`src/lcsa_pkg.sv`:
```
// ----------------------------------------------------------------------------
// lcsa_pkg
// Shared types and constants for the lowest-cost spot allocator: field
// widths, table sizes, command kinds, result codes and the queue entry.
// ----------------------------------------------------------------------------
`default_nettype none

package lcsa_pkg;

  localparam int unsigned TICKET_W   = 8;
  localparam int unsigned LOC_W      = 6;
  localparam int unsigned COST_W     = 16;
  localparam int unsigned ALT_W      = 4;
  localparam int unsigned STATUS_W   = 2;

  // Table sizes follow from the fixed field widths
  localparam int unsigned NUM_LOCATIONS    = 1 << LOC_W;
  localparam int unsigned NUM_TICKETS      = 1 << TICKET_W;
  localparam int unsigned MAX_ALTERNATIVES = 1 << ALT_W;

  localparam logic [ALT_W-1:0] ALT_SAT = ALT_W'(MAX_ALTERNATIVES - 1);

  typedef enum logic {
    CMD_CLAIM   = 1'b0,
    CMD_RELEASE = 1'b1
  } command_e;

  typedef enum logic [1:0] {
    KIND_RELEASE     = 2'd0,
    KIND_CLAIM_FIRST = 2'd1,
    KIND_CLAIM_NEXT  = 2'd2
  } kind_e;

  typedef enum logic [STATUS_W-1:0] {
    ST_GRANTED   = 2'd0,
    ST_NONE_FREE = 2'd1,
    ST_RELEASED  = 2'd2,
    ST_NOT_HELD  = 2'd3
  } status_e;

  typedef struct packed {
    kind_e               kind;
    logic [TICKET_W-1:0] ticket;
    logic [LOC_W-1:0]    location;
    logic [COST_W-1:0]   cost;
    logic                last;
    logic [ALT_W-1:0]    alt;
  } entry_t;

endpackage

`default_nettype wire

```
`src/lcsa_ram.sv`:
```
// ----------------------------------------------------------------------------
// lcsa_ram
// Generic single-write, single-read RAM with a registered read port. The
// read data holds until the next read.
// ----------------------------------------------------------------------------
`default_nettype none

module lcsa_ram #(
  parameter int unsigned WIDTH = 8,
  parameter int unsigned DEPTH = 256
) (
  input  wire logic                     clk_i,
  input  wire logic                     we_i,
  input  wire logic [$clog2(DEPTH)-1:0] waddr_i,
  input  wire logic [WIDTH-1:0]         wdata_i,
  input  wire logic                     re_i,
  input  wire logic [$clog2(DEPTH)-1:0] raddr_i,
  output logic      [WIDTH-1:0]         rdata_o
);

  logic [WIDTH-1:0] mem_q [DEPTH];
  logic [WIDTH-1:0] rdata_q;

  always_ff @(posedge clk_i) begin
    if (we_i) begin
      mem_q[waddr_i] <= wdata_i;
    end
    if (re_i) begin
      rdata_q <= mem_q[raddr_i];
    end
  end

  assign rdata_o = rdata_q;

endmodule

`default_nettype wire

```
`src/lcsa_front.sv`:
```
// ----------------------------------------------------------------------------
// lcsa_front
// Input side: tracks claim runs and tags each transaction as a release, the
// first alternative of a claim or a later one, with its saturated position.
// ----------------------------------------------------------------------------
`default_nettype none

module lcsa_front (
  input  wire logic                            clk_i,
  input  wire logic                            rst_ni,
  input  wire logic                            in_valid_i,
  input  wire logic                            in_command_i,
  input  wire logic [lcsa_pkg::TICKET_W-1:0]   in_ticket_i,
  input  wire logic [lcsa_pkg::LOC_W-1:0]      in_location_i,
  input  wire logic [lcsa_pkg::COST_W-1:0]     in_cost_i,
  input  wire logic                            in_last_i,
  input  wire logic                            queue_ready_i,
  output logic                                 push_o,
  output lcsa_pkg::entry_t                     entry_o
);

  logic                        claim_open_q, claim_open_d;
  logic [lcsa_pkg::ALT_W-1:0]  alt_q, alt_d;
  logic                        is_release;
  logic [lcsa_pkg::ALT_W-1:0]  alt_cur;

  assign push_o     = in_valid_i && queue_ready_i;
  assign is_release = (lcsa_pkg::command_e'(in_command_i) == lcsa_pkg::CMD_RELEASE);
  assign alt_cur    = claim_open_q ? alt_q : '0;

  always_comb begin
    entry_o.ticket   = in_ticket_i;
    entry_o.location = in_location_i;
    entry_o.cost     = in_cost_i;
    entry_o.last     = in_last_i;
    entry_o.alt      = alt_cur;
    if (is_release) begin
      entry_o.kind = lcsa_pkg::KIND_RELEASE;
    end else if (claim_open_q) begin
      entry_o.kind = lcsa_pkg::KIND_CLAIM_NEXT;
    end else begin
      entry_o.kind = lcsa_pkg::KIND_CLAIM_FIRST;
    end
  end

  // Releases leave the run untouched
  always_comb begin
    claim_open_d = claim_open_q;
    alt_d        = alt_q;
    if (push_o && !is_release) begin
      if (in_last_i) begin
        claim_open_d = 1'b0;
        alt_d        = '0;
      end else begin
        claim_open_d = 1'b1;
        alt_d        = (alt_cur == lcsa_pkg::ALT_SAT) ? alt_cur : alt_cur + 1'b1;
      end
    end
  end

  always_ff @(posedge clk_i or negedge rst_ni) begin
    if (!rst_ni) begin
      claim_open_q <= 1'b0;
      alt_q        <= '0;
    end else begin
      claim_open_q <= claim_open_d;
      alt_q        <= alt_d;
    end
  end

endmodule

`default_nettype wire

```
`src/lcsa_fifo.sv`:
```
// ----------------------------------------------------------------------------
// lcsa_fifo
// Short queue of classified transactions between the front and back parts.
// ----------------------------------------------------------------------------
`default_nettype none

module lcsa_fifo #(
  parameter int unsigned DEPTH = 2
) (
  input  wire logic             clk_i,
  input  wire logic             rst_ni,
  input  wire logic             push_i,
  input  wire lcsa_pkg::entry_t push_entry_i,
  output logic                  ready_o,
  output logic                  valid_o,
  input  wire logic             pop_i,
  output lcsa_pkg::entry_t      pop_entry_o
);

  localparam int unsigned PTR_W = (DEPTH > 1) ? $clog2(DEPTH) : 1;
  localparam int unsigned CNT_W = $clog2(DEPTH + 1);

  lcsa_pkg::entry_t   mem_q [DEPTH];
  logic [PTR_W-1:0]   wr_ptr_q, wr_ptr_d;
  logic [PTR_W-1:0]   rd_ptr_q, rd_ptr_d;
  logic [CNT_W-1:0]   count_q, count_d;
  logic               do_push, do_pop;

  assign ready_o     = (count_q != CNT_W'(DEPTH));
  assign valid_o     = (count_q != '0);
  assign do_push     = push_i && ready_o;
  assign do_pop      = pop_i && valid_o;
  assign pop_entry_o = mem_q[rd_ptr_q];

  always_comb begin
    wr_ptr_d = wr_ptr_q;
    rd_ptr_d = rd_ptr_q;
    count_d  = count_q;
    if (do_push) begin
      wr_ptr_d = (wr_ptr_q == PTR_W'(DEPTH - 1)) ? '0 : wr_ptr_q + 1'b1;
    end
    if (do_pop) begin
      rd_ptr_d = (rd_ptr_q == PTR_W'(DEPTH - 1)) ? '0 : rd_ptr_q + 1'b1;
    end
    if (do_push && !do_pop) begin
      count_d = count_q + 1'b1;
    end else if (do_pop && !do_push) begin
      count_d = count_q - 1'b1;
    end
  end

  always_ff @(posedge clk_i) begin
    if (do_push) begin
      mem_q[wr_ptr_q] <= push_entry_i;
    end
  end

  always_ff @(posedge clk_i or negedge rst_ni) begin
    if (!rst_ni) begin
      wr_ptr_q <= '0;
      rd_ptr_q <= '0;
      count_q  <= '0;
    end else begin
      wr_ptr_q <= wr_ptr_d;
      rd_ptr_q <= rd_ptr_d;
      count_q  <= count_d;
    end
  end

  a_count_bound: assert property (@(posedge clk_i) disable iff (!rst_ni)
    count_q <= CNT_W'(DEPTH))
    else $error("queue fill count beyond depth");

endmodule

`default_nettype wire

```
`src/lcsa_back.sv`:
```
// ----------------------------------------------------------------------------
// lcsa_back
// Execution side: reads the ticket's held location, updates the occupancy
// and holding bits, tracks the cheapest free alternative and produces the
// result into an output register.
// ----------------------------------------------------------------------------
`default_nettype none

module lcsa_back (
  input  wire logic                              clk_i,
  input  wire logic                              rst_ni,
  input  wire logic                              queue_valid_i,
  input  wire lcsa_pkg::entry_t                  queue_entry_i,
  output logic                                   pop_o,
  output logic                                   out_valid_o,
  input  wire logic                              out_ready_i,
  output lcsa_pkg::status_e                      out_status_o,
  output logic [lcsa_pkg::ALT_W-1:0]             out_alt_o,
  output logic [lcsa_pkg::LOC_W-1:0]             out_spot_o
);

  typedef enum logic [1:0] {
    B_IDLE = 2'b01,
    B_EXEC = 2'b10
  } back_state_e;

  back_state_e                          state_q, state_d;
  lcsa_pkg::entry_t                     cur_q;

  logic [lcsa_pkg::NUM_LOCATIONS-1:0]   occupied_q, occupied_d;
  logic [lcsa_pkg::NUM_TICKETS-1:0]     holds_q, holds_d;

  logic                                 best_found_q;
  logic [lcsa_pkg::COST_W-1:0]          best_cost_q;
  logic [lcsa_pkg::ALT_W-1:0]           best_alt_q;
  logic [lcsa_pkg::LOC_W-1:0]           best_loc_q;

  logic                                 found_b, found_n;
  logic [lcsa_pkg::COST_W-1:0]          cost_b, cost_n;
  logic [lcsa_pkg::ALT_W-1:0]           alt_b, alt_n;
  logic [lcsa_pkg::LOC_W-1:0]           loc_b, loc_n;

  logic [lcsa_pkg::LOC_W-1:0]           held_loc;
  logic                                 held, free_old, loc_busy, take;
  logic                                 is_release, is_first, has_result, grant, fire;

  logic                                 out_valid_q, out_valid_d;
  lcsa_pkg::status_e                    out_status_q, res_status;
  logic [lcsa_pkg::ALT_W-1:0]           out_alt_q, res_alt;
  logic [lcsa_pkg::LOC_W-1:0]           out_spot_q, res_spot;

  lcsa_ram #(
    .WIDTH (lcsa_pkg::LOC_W),
    .DEPTH (lcsa_pkg::NUM_TICKETS)
  ) u_held_ram (
    .clk_i   (clk_i),
    .we_i    (grant),
    .waddr_i (cur_q.ticket),
    .wdata_i (loc_n),
    .re_i    (pop_o),
    .raddr_i (queue_entry_i.ticket),
    .rdata_o (held_loc)
  );

  assign pop_o = (state_q == B_IDLE) && queue_valid_i;

  assign is_release = (cur_q.kind == lcsa_pkg::KIND_RELEASE);
  assign is_first   = (cur_q.kind == lcsa_pkg::KIND_CLAIM_FIRST);
  assign held       = holds_q[cur_q.ticket];
  assign free_old   = held && (is_release || is_first);

  // A spot freed by this same transaction counts as free
  assign loc_busy = occupied_q[cur_q.location] &&
                    !(free_old && (held_loc == cur_q.location));

  assign found_b = is_first ? 1'b0 : best_found_q;
  assign cost_b  = is_first ? '0   : best_cost_q;
  assign alt_b   = is_first ? '0   : best_alt_q;
  assign loc_b   = is_first ? '0   : best_loc_q;

  assign take    = !loc_busy && (!found_b || (cur_q.cost < cost_b));
  assign found_n = take ? 1'b1        : found_b;
  assign cost_n  = take ? cur_q.cost  : cost_b;
  assign alt_n   = take ? cur_q.alt   : alt_b;
  assign loc_n   = take ? cur_q.location : loc_b;

  assign has_result = is_release || cur_q.last;
  assign fire       = (state_q == B_EXEC) && (!has_result || !out_valid_q || out_ready_i);
  assign grant      = fire && !is_release && cur_q.last && found_n;

  always_comb begin
    res_status = lcsa_pkg::ST_NONE_FREE;
    res_alt    = '0;
    res_spot   = '0;
    if (is_release) begin
      if (held) begin
        res_status = lcsa_pkg::ST_RELEASED;
        res_spot   = held_loc;
      end else begin
        res_status = lcsa_pkg::ST_NOT_HELD;
      end
    end else if (found_n) begin
      res_status = lcsa_pkg::ST_GRANTED;
      res_alt    = alt_n;
      res_spot   = loc_n;
    end
  end

  always_comb begin
    occupied_d = occupied_q;
    holds_d    = holds_q;
    if (fire && free_old) begin
      occupied_d[held_loc]   = 1'b0;
      holds_d[cur_q.ticket]  = 1'b0;
    end
    // Grant after the free so a re-granted spot stays taken
    if (grant) begin
      occupied_d[loc_n]      = 1'b1;
      holds_d[cur_q.ticket]  = 1'b1;
    end
  end

  always_comb begin
    state_d = state_q;
    unique case (state_q)
      B_IDLE: if (queue_valid_i) state_d = B_EXEC;
      B_EXEC: if (fire) state_d = B_IDLE;
      default: state_d = B_IDLE;
    endcase
  end

  assign out_valid_d = (out_valid_q && !out_ready_i) || (fire && has_result);

  always_ff @(posedge clk_i or negedge rst_ni) begin
    if (!rst_ni) begin
      state_q      <= B_IDLE;
      occupied_q   <= '0;
      holds_q      <= '0;
      best_found_q <= 1'b0;
      best_cost_q  <= '0;
      best_alt_q   <= '0;
      best_loc_q   <= '0;
      out_valid_q  <= 1'b0;
    end else begin
      state_q     <= state_d;
      occupied_q  <= occupied_d;
      holds_q     <= holds_d;
      out_valid_q <= out_valid_d;
      if (fire && !is_release) begin
        best_found_q <= cur_q.last ? 1'b0 : found_n;
        best_cost_q  <= cost_n;
        best_alt_q   <= alt_n;
        best_loc_q   <= loc_n;
      end
    end
  end

  always_ff @(posedge clk_i) begin
    if (pop_o) begin
      cur_q <= queue_entry_i;
    end
    if (fire && has_result) begin
      out_status_q <= res_status;
      out_alt_q    <= res_alt;
      out_spot_q   <= res_spot;
    end
  end

  assign out_valid_o  = out_valid_q;
  assign out_status_o = out_status_q;
  assign out_alt_o    = out_alt_q;
  assign out_spot_o   = out_spot_q;

  a_grant_recorded: assert property (@(posedge clk_i) disable iff (!rst_ni)
    grant |=> occupied_q[$past(loc_n)] && holds_q[$past(cur_q.ticket)])
    else $error("granted spot not recorded");

  a_release_clears: assert property (@(posedge clk_i) disable iff (!rst_ni)
    (fire && is_release) |=> !holds_q[$past(cur_q.ticket)])
    else $error("released ticket still holds a spot");

  a_held_le_occupied: assert property (@(posedge clk_i) disable iff (!rst_ni)
    $countones(holds_q) <= $countones(occupied_q))
    else $error("more holding tickets than occupied spots");

  a_no_overwrite: assert property (@(posedge clk_i) disable iff (!rst_ni)
    (out_valid_q && !out_ready_i) |-> !(fire && has_result))
    else $error("pending result overwritten");

endmodule

`default_nettype wire

```
`src/lowest_cost_spot_allocator.sv`:
```
// ----------------------------------------------------------------------------
// lowest_cost_spot_allocator
// Reservation table for 64 locations and 256 tickets: claims pick the
// cheapest free alternative, releases free a ticket's spot.
// ----------------------------------------------------------------------------
// The execution part handles one transaction at a time: it first reads
// the ticket's stored location from the holding RAM, then updates the
// occupancy and holding bits and the best-candidate registers; a step that
// gives a result waits while the last one is not yet taken. The input
// side takes transactions into a queue of QUEUE_DEPTH entries while a
// result waits in the output register. Claim alternatives give no result
// until the one marked tlast; every release gives one. Reset clears all
// occupancy and holding bits at once, so no clearing pass is needed.
`default_nettype none

module lowest_cost_spot_allocator #(
  parameter int unsigned QUEUE_DEPTH = 2
) (
  input  wire logic        clk_i,
  input  wire logic        rst_ni,
  input  wire logic        s_axis_tvalid,
  output logic             s_axis_tready,
  input  wire logic [31:0] s_axis_tdata,  // ticket[7:0], location[13:8], cost[29:14], zero
  input  wire logic        s_axis_tuser,  // command
  input  wire logic        s_axis_tlast,
  output logic             m_axis_tvalid,
  input  wire logic        m_axis_tready,
  output logic [15:0]      m_axis_tdata,  // alternative[3:0], spot[9:4], zero
  output logic [1:0]       m_axis_tuser   // status
);

  lcsa_pkg::entry_t   push_entry, pop_entry;
  logic               push, queue_ready, queue_valid, pop;
  lcsa_pkg::status_e  out_status;
  logic [lcsa_pkg::ALT_W-1:0] out_alt;
  logic [lcsa_pkg::LOC_W-1:0] out_spot;

  lcsa_front u_front (
    .clk_i         (clk_i),
    .rst_ni        (rst_ni),
    .in_valid_i    (s_axis_tvalid),
    .in_command_i  (s_axis_tuser),
    .in_ticket_i   (s_axis_tdata[7:0]),
    .in_location_i (s_axis_tdata[13:8]),
    .in_cost_i     (s_axis_tdata[29:14]),
    .in_last_i     (s_axis_tlast),
    .queue_ready_i (queue_ready),
    .push_o        (push),
    .entry_o       (push_entry)
  );

  lcsa_fifo #(
    .DEPTH (QUEUE_DEPTH)
  ) u_fifo (
    .clk_i        (clk_i),
    .rst_ni       (rst_ni),
    .push_i       (push),
    .push_entry_i (push_entry),
    .ready_o      (queue_ready),
    .valid_o      (queue_valid),
    .pop_i        (pop),
    .pop_entry_o  (pop_entry)
  );

  lcsa_back u_back (
    .clk_i         (clk_i),
    .rst_ni        (rst_ni),
    .queue_valid_i (queue_valid),
    .queue_entry_i (pop_entry),
    .pop_o         (pop),
    .out_valid_o   (m_axis_tvalid),
    .out_ready_i   (m_axis_tready),
    .out_status_o  (out_status),
    .out_alt_o     (out_alt),
    .out_spot_o    (out_spot)
  );

  assign s_axis_tready = queue_ready;
  assign m_axis_tdata  = {6'b0, out_spot, out_alt};
  assign m_axis_tuser  = out_status;

endmodule

`default_nettype wire
```
`config.mk`:
```
export PLATFORM = sky130hd
export DESIGN_NAME = lowest_cost_spot_allocator
export DESIGN_NICKNAME = d
export VERILOG_FILES = /design/src/lcsa_pkg.sv /design/src/lcsa_ram.sv /design/src/lcsa_front.sv /design/src/lcsa_fifo.sv /design/src/lcsa_back.sv /design/src/lowest_cost_spot_allocator.sv
export SDC_FILE = /design/constraint.sdc
export NUM_CORES = 2
export LEC_CHECK = 0
export BUFFER_PORTS_ARGS = -buffer_cell sky130_fd_sc_hd__buf_4
export CAP_MARGIN = 15
export CELL_PAD_IN_SITES_DETAIL_PLACEMENT = 1
export CELL_PAD_IN_SITES_GLOBAL_PLACEMENT = 2
export CORE_MARGIN = 2
export CORE_UTILIZATION = 43
export DETAILED_ROUTE_END_ITERATION = 6
export PLACE_DENSITY_LB_ADDON = 0.1
export SLEW_MARGIN = 15
export SYNTH_ARGS = -nofsm -noshare
export SYNTH_HDL_FRONTEND = slang
export SYNTH_HIERARCHICAL = 1
export SYNTH_SLANG_ARGS = --single-unit
```
`constraint.sdc`:
```
create_clock -name clk_i -period 7.8 [get_ports clk_i]
set_input_delay 1.56 -clock clk_i [delete_from_list [all_inputs] [get_ports clk_i]]
set_output_delay 1.56 -clock clk_i [all_outputs]
set_load 0.05 [all_outputs]
```
---- After elaboration in Yosys (flattened, before gate mapping) ----
Memory sizes are Yosys's and may differ from the RTL's. A register that Yosys moved wholly into a read port is not among the register bits.
Cells that the tools add are included.
Widths: inputs -> output; s select.
word-level totals
  bits in read-only memories .............. 0
  bits in registers ....................... 408
  memory bits (writable) .................. 1610
  word-level logic and storage cells ...... 140
  bits in latches ......................... 0
  output and inout port bits .............. 20
  memories kept ........................... 2
memory list
  memory                   depth  width  rd ports  clocked after Yosys merged registers in  write ports  RTL line         source
  u_back.u_held_ram.mem_q  256    6      1         1                                        1            lcsa_ram.sv:21   logic [WIDTH-1:0] mem_q [DEPTH];
  u_fifo.mem_q             2      37     1         0                                        1            lcsa_fifo.sv:23  lcsa_pkg::entry_t mem_q [DEPTH];
cells by class
  reductions and logical operators ........ 42
  shifts and indexed selects .............. 0
  $add $sub $neg .......................... 5
  equality and inequality tests ........... 8
  multipliers ............................. 0
  multiplexer cells ....................... 46
  divide/modulo/power cells ............... 0
  order comparisons ....................... 8
  bitwise gates (word level) .............. 7
operators with widths
  operator            number
  $mux 256            2
  $and 256x256->256   1
  $not 256->256       1
  $or 256x256->256    1
  $mux 64             2
  $and 64x64->64      1
  $not 64->64         1
  $or 64x64->64       1
  $mux 16             2
  $mux 6              5
  $logic_and 1x1->1   21
  $lt 6x7->1 const B  3
  $mux 4              5
  $mux 1              17
  $lt 16x16->1        1
  $mux 2              7
  $demux 1 s6         2
  $ge 6x1->1 const B  2
  $logic_not 1->1     10
  $lt 8x9->1 const B  1
  $bmux 1 s8          1
  $demux 1 s8         1
  $ge 8x1->1 const B  1
  $bmux 1 s6          1
  17 further kinds    26

---- Depth between registers and ports, before layout ----
  word-level depth ........................ 15
  mapped depth ............................ 19

---- Cells and area by module ----
Netlist, hierarchy kept.
by module, submodules not included
  module                      area an instance (um2)  times used  cells each
  lcsa_ram                    60133.9                 1           2964
  lcsa_back                   20194.4                 1           1827
  lcsa_fifo                   2946.6                  1           133
  lcsa_front                  565.5                   1           66
  lowest_cost_spot_allocator  48.8                    1           7

---- Worst setup path before layout ----
OpenSTA, ideal clock, no wires.
  path type ............................... register -> register
  start point ............................. reg u_back/cur_q[36] (netlist name)
  end point ............................... mem u_back/u_held_ram/mem_q[0][0] (netlist name) (data pin)
  setup time .............................. 0.770 ns
  stages on the path, launching flop included .. 17
  period minus slack after synthesis ...... 7.403 ns
  buffers on the path ..................... 4
  setup slack ............................. 0.397 ns
  arrival time ............................ 6.633 ns
  cell sequence ........................... edfxtp_1 clkbuf_1 nand2b_1 clkbuf_1 buf_1 clkbuf_1 nand2_1 ha_1 a211oi_1 o21ai_0 o211ai_1 a21oi_1 o311ai_0 clkinv_1 nor2_1 a21oi_1 inv_1
between the ends
  cells in the longest elaborated chain, start to end .. 9
  elaborated cells on any way between the ends .. 16
  those cells by class .................... 1 x order compare; 1 x eq/ne; 4 x mux; 10 x reduce/logical
ends and longest elaborated chain
  element                                               RTL line          source
  start: declaration                                    lcsa_back.sv:28   lcsa_pkg::entry_t cur_q;
  start signal: assignment                              lcsa_back.sv:160  cur_q <= queue_entry_i;
  branches (longest 8 deep; another with $lt 16x16->1)  n/a
  $mux 6 (*)                                            lcsa_back.sv:85   assign loc_n = take ? cur_q.location : loc_b;
  named net u_back.loc_n, one bit                       lcsa_back.sv:41   logic [lcsa_pkg::LOC_W-1:0] loc_b, loc_n;
  end: declaration                                      lcsa_ram.sv:21
Mark *: on every way through the listed nets, which the timed path passes.

---- Worst setup path after layout ----
  start point ............................. reg u_back/cur_q[21] (netlist name)
  end point ............................... mem u_back/u_held_ram/mem_q[45][1] (netlist name) (enable)
between the ends
  cells in the longest elaborated chain, start to end .. 10
  elaborated cells on any way between the ends .. 12
  those cells by class .................... 1 x eq/ne; 5 x mux; 6 x reduce/logical
ends and longest elaborated chain
  element                                             RTL line         source
  branches (longest 3 deep; another with $bmux 1 s6)  n/a
  $logic_and 1x1->1 (*)                               lcsa_back.sv:73  assign loc_busy = occupied_q[cur_q.location] &&
  $logic_not 1->1 (*)                                 lcsa_back.sv:81  assign take = !loc_busy && (!found_b || (cur_q.cost < cost_b));
  $logic_and 1x1->1 (*)                               lcsa_back.sv:81
  $mux 1 (*)                                          lcsa_back.sv:82  assign found_n = take ? 1'b1 : found_b;
  $logic_and 1x1->1 (*)                               lcsa_back.sv:89  assign grant = fire && !is_release && cur_q.last && found_n;
  $mux 1 (*)                                          lcsa_ram.sv:25   if (we_i) begin
  $mux 1 (not written as such) (*)                    lcsa_ram.sv:26   mem_q[waddr_i] <= wdata_i;
Mark *: on every way between the ends. The select of a mux whose other input is x is not followed.

==> results.cfg <==
[cells_and_area]
num_antenna_cells = 0
fin_nets = 5079
stdcell_area_um2 = 94230
layout-drive-gt1-share_pct = 19.91
nFillCells = 18140
area_growth_pct = 12.32
fin_util_pct = 48.47

[floorplanning]
dieWidth_um = 445.7
ioPinCount = 58
coreArea_um2 = 194400
start_util_pct = 43.16
die_area_um2 = 198600
die_y_um = 445.7
rows = 162

[worst_setup_path]
startpoint_type = flop
crit_chain = buf_4 > mux4_2 > mux4_2 > mux4_2 > clkinv_1 > a221oi_4 > buf_4 > a21o_4 > inv_2 > nand4_1 > buf_4 > nor2_1
cp.required_ns = 8.30
slowest_delay_ns = 1.02
crit_family = buffers and inverters
crit_slowest_cell = edfxtp_1
cp_max_fo = 30
path_class = flop to flop
worstSetupEndpointType = flop
cp.arrival_ns = 7.09
cp_num_buf_inv = 5

[detailed_routing]
avgViaCountPerCell = 6.083
post_drt_wl_per_cell_um = 31.22
ant_nets = 0
routed_wl_mm = 241.8
drt_iter0_markers = 3883
vias = 47120
firstDrtPassIters = 7
drc = 0

[logic_synthesis]
synth_common_cells = edfxtp_1 (1665), nand3_1 (386), mux4_2 (380)
synth_ff_type = edfxtp_1
yosys.area.top_type = edfxtp_1
ys_warn_count = 6
synth.top_cells.by_area = edfxtp_1 (60%), dfrtp_1 (11%), mux4_2 (10%)
ys_async_sr_fraction_pct = 17.74
ys_ff_latch = 2024
yosysMostFrequentCell = edfxtp_1
synth-edff-count = 1665
synth.avg_cell_area_um2 = 16.79
ys_types = 80
postSynthCellCount = 4997
yosysSeqAreaShare_pct = 70.31
synth.cell_area_um2 = 83890
synth_top_area_share_pct = 59.60

[global_route]
top_usage_layer = met2
antenna_found_initial = 6
grt_pass1_vias = 49110
use_met1_pct = 34.45
grt_pass1_wl_mm = 353.8
grt_max_degree = 169
grt-ovfl-total = 0
grt.total_usage_pct = 24.39
grtUsageMet3_pct = 3.178
met2_usage_pct = 40.07

[place]
post-dp-hpwl_mm = 146.3
portBuffers = 49
place.gp.congestion = 0.7937
dpl-instance-area_um2 = 87140

[clocking]
htree_levels = 4
cts_resized = 0
cts_setup_buffers = 0
cts_made_buffers = 214
clockRootBuffer = clkbuf_16
clk_transition_reported_paths_ns = 0.06
ctsHoldBuffers = 0
cts_tree = done
clock-sinks = 2024
clkLatencyLatePin_ns = 0.88
cts_buffer_depth = 3

[sta]
post-route-period-util_pct = 84.60
tns_ns = 0
layout_min_cycle_time_ns = 6.599
relSlewSlack_pct = 21.45
setup_viol = 0
skew_ns = 0.04540
fmaxAchievable_ghz = 0.1515
rsz0062_at_grt = no
hold_viol = 0
worst_pin_slew_ns = 1.178
maxSlewViolCount = 0

[worst_hold_path]
hp-class = flop to flop

[power_and_ir_drop]
cellPowerDensity_nw_per_um2 = 441.5
peakVddDrop_mv = 0.9563
p_leak_nw = 31.28

[run]
cap_violations = 0

[status]
status = completed
[cell type report]
| type | count | area (um^2) | share of cell area (%) |
|---|---|---|---|
| sequential | 2024 | 58980 | 62.60 |
| inverter | 36 | 180.2 | 0.1912 |
| clock buffer | 277 | 5816 | 6.172 |
| tap | 2542 | 3181 | 3.375 |
| clock inverter | 118 | 1257 | 1.335 |
| multi-input combinational | 2545 | 22950 | 24.36 |
| timing repair buffer | 203 | 1857 | 1.971 |
[placed cells by master, fill, tap and decap left out, types with 14 or more instances in the layout]
| cell type | netlist | routed |
|---|---|---|
| edfxtp_1 | 1665 | 1665 |
| nand3_1 | 386 | 382 |
| mux4_2 | 380 | 380 |
| dfrtp_1 | 358 | 357 |
| nor2_1 | 350 | 345 |
| clkbuf_16 | 0 | 217 |
| o2bb2ai_1 | 198 | 198 |
| mux2i_1 | 197 | 197 |
| buf_4 | 77 | 176 |
| nand2_1 | 150 | 150 |
| a22o_1 | 138 | 138 |
| a22oi_1 | 113 | 113 |
| a21oi_1 | 97 | 97 |
| clkinv_2 | 0 | 46 |
| clkbuf_1 | 185 | 44 |
| o21ai_0 | 42 | 42 |
| mux2_2 | 40 | 40 |
| nor3_1 | 53 | 39 |
| clkinv_1 | 3 | 36 |
| o22ai_1 | 31 | 31 |
| o221ai_1 | 29 | 29 |
| nor2b_1 | 31 | 27 |
| buf_12 | 0 | 26 |
| and2_1 | 27 | 26 |
| inv_1 | 30 | 24 |
| nand2b_1 | 19 | 19 |
| bufinv_16 | 0 | 18 |
| nor3_2 | 4 | 18 |
| mux2_4 | 20 | 18 |
| ha_1 | 17 | 17 |
| clkbuf_8 | 0 | 16 |
| a221oi_1 | 15 | 15 |
| a211oi_1 | 14 | 14 |
[logic make-up (layout without fill, tap and decap cells)]
| kind of cell | Yosys count | after routing | share of synthesized area, % |
|---|---|---|---|
| compound gates | 771 | 771 | 7.102 |
| buf+inv | 433 | 634 | 2.594 |
| fa+ha+maj | 17 | 17 | 0.2535 |
| xor+xnor | 11 | 11 | 0.1148 |
| mux | 637 | 637 | 13.45 |
| flops | 2024 | 2024 | 70.31 |
| simple gates | 1103 | 1103 | 6.173 |
| other cells | 1 | 6 | 0.004470 |
[registers in the layout, indices dropped and copies added (netlist names), 4 cells and up]
signal / count
u_back/best_alt_q: 4
u_back/out_alt_o: 4
u_fifo/mem_q: 74
u_back/best_loc_q: 6
u_back/u_held_ram/mem_q: 1536
u_back/best_cost_q: 16
u_back/cur_q: 37
u_back/out_spot_o: 6
u_back/u_held_ram/rdata_o: 6
u_back/holds_q: 256
u_back/occupied_q: 64
u_front/alt_q: 4
[per-layer routing]
metal  share of wire [%]  routed length (um)
met2                  49              119400
met3                 4.3               10470
met1                  44              106300
met4                 2.3                5624
met5              0.0083                  20
[worst paths after layout]
check                      cells after the start                   from  slack (ns)                             end
setup / recovery                              12       u_back/cur_q[21]        1.20  u_back/u_held_ram/mem_q[45][1]
hold / removal                                 1  u_back/occupied_q[44]        0.48           u_back/occupied_q[44]
max in group asynchronous                      2                 rst_ni        5.72             u_back/holds_q[247]
setup reg to reg                              12       u_back/cur_q[21]        1.20  u_back/u_held_ram/mem_q[45][1]
hold reg to reg                                1  u_back/occupied_q[44]        0.48           u_back/occupied_q[44]
min in group asynchronous                      1                 rst_ni        0.66              u_back/holds_q[40]
[where the power goes]
group          total (mW)  internal [mW]  switching (mW)
Combinational        14.4           3.88            10.5
Sequential           17.0           16.5           0.556
Clock                10.2           5.87            4.36
Total                41.6           26.2            15.4
[metrics by stage]
step | hold WS (ns) | std cells | power (mW) | worst slack [ns]
6_report | 0.4847 | 7745 | 41.60 | 1.201
3_3_place_gp | 0.4648 | 7350 | 31.37 | 1.193
3_5_place_dp | 0.4684 | 7350 | 31.82 | 1.155
2_1_floorplan | 0.4509 | 5002 | 25.41 | 0.3972
4_1_cts | 0.4869 | 7745 | 42.07 | 1.123
5_1_grt | 0.4916 | 7745 | 43.35 | 0.8968
[worst register-to-register path, stage by stage (launching register included)]
cell      delay (ns)
edfxtp_1        1.02
buf_4           0.37
mux4_2          0.54
mux4_2          0.48
mux4_2          0.53
clkinv_1        0.12
a221oi_4        0.04
buf_4           0.23
a21o_4          0.31
inv_2           0.55
nand4_1         1.00
buf_4           0.50
nor2_1          0.53
Note: power is estimated with default switching activity, not from simulation.
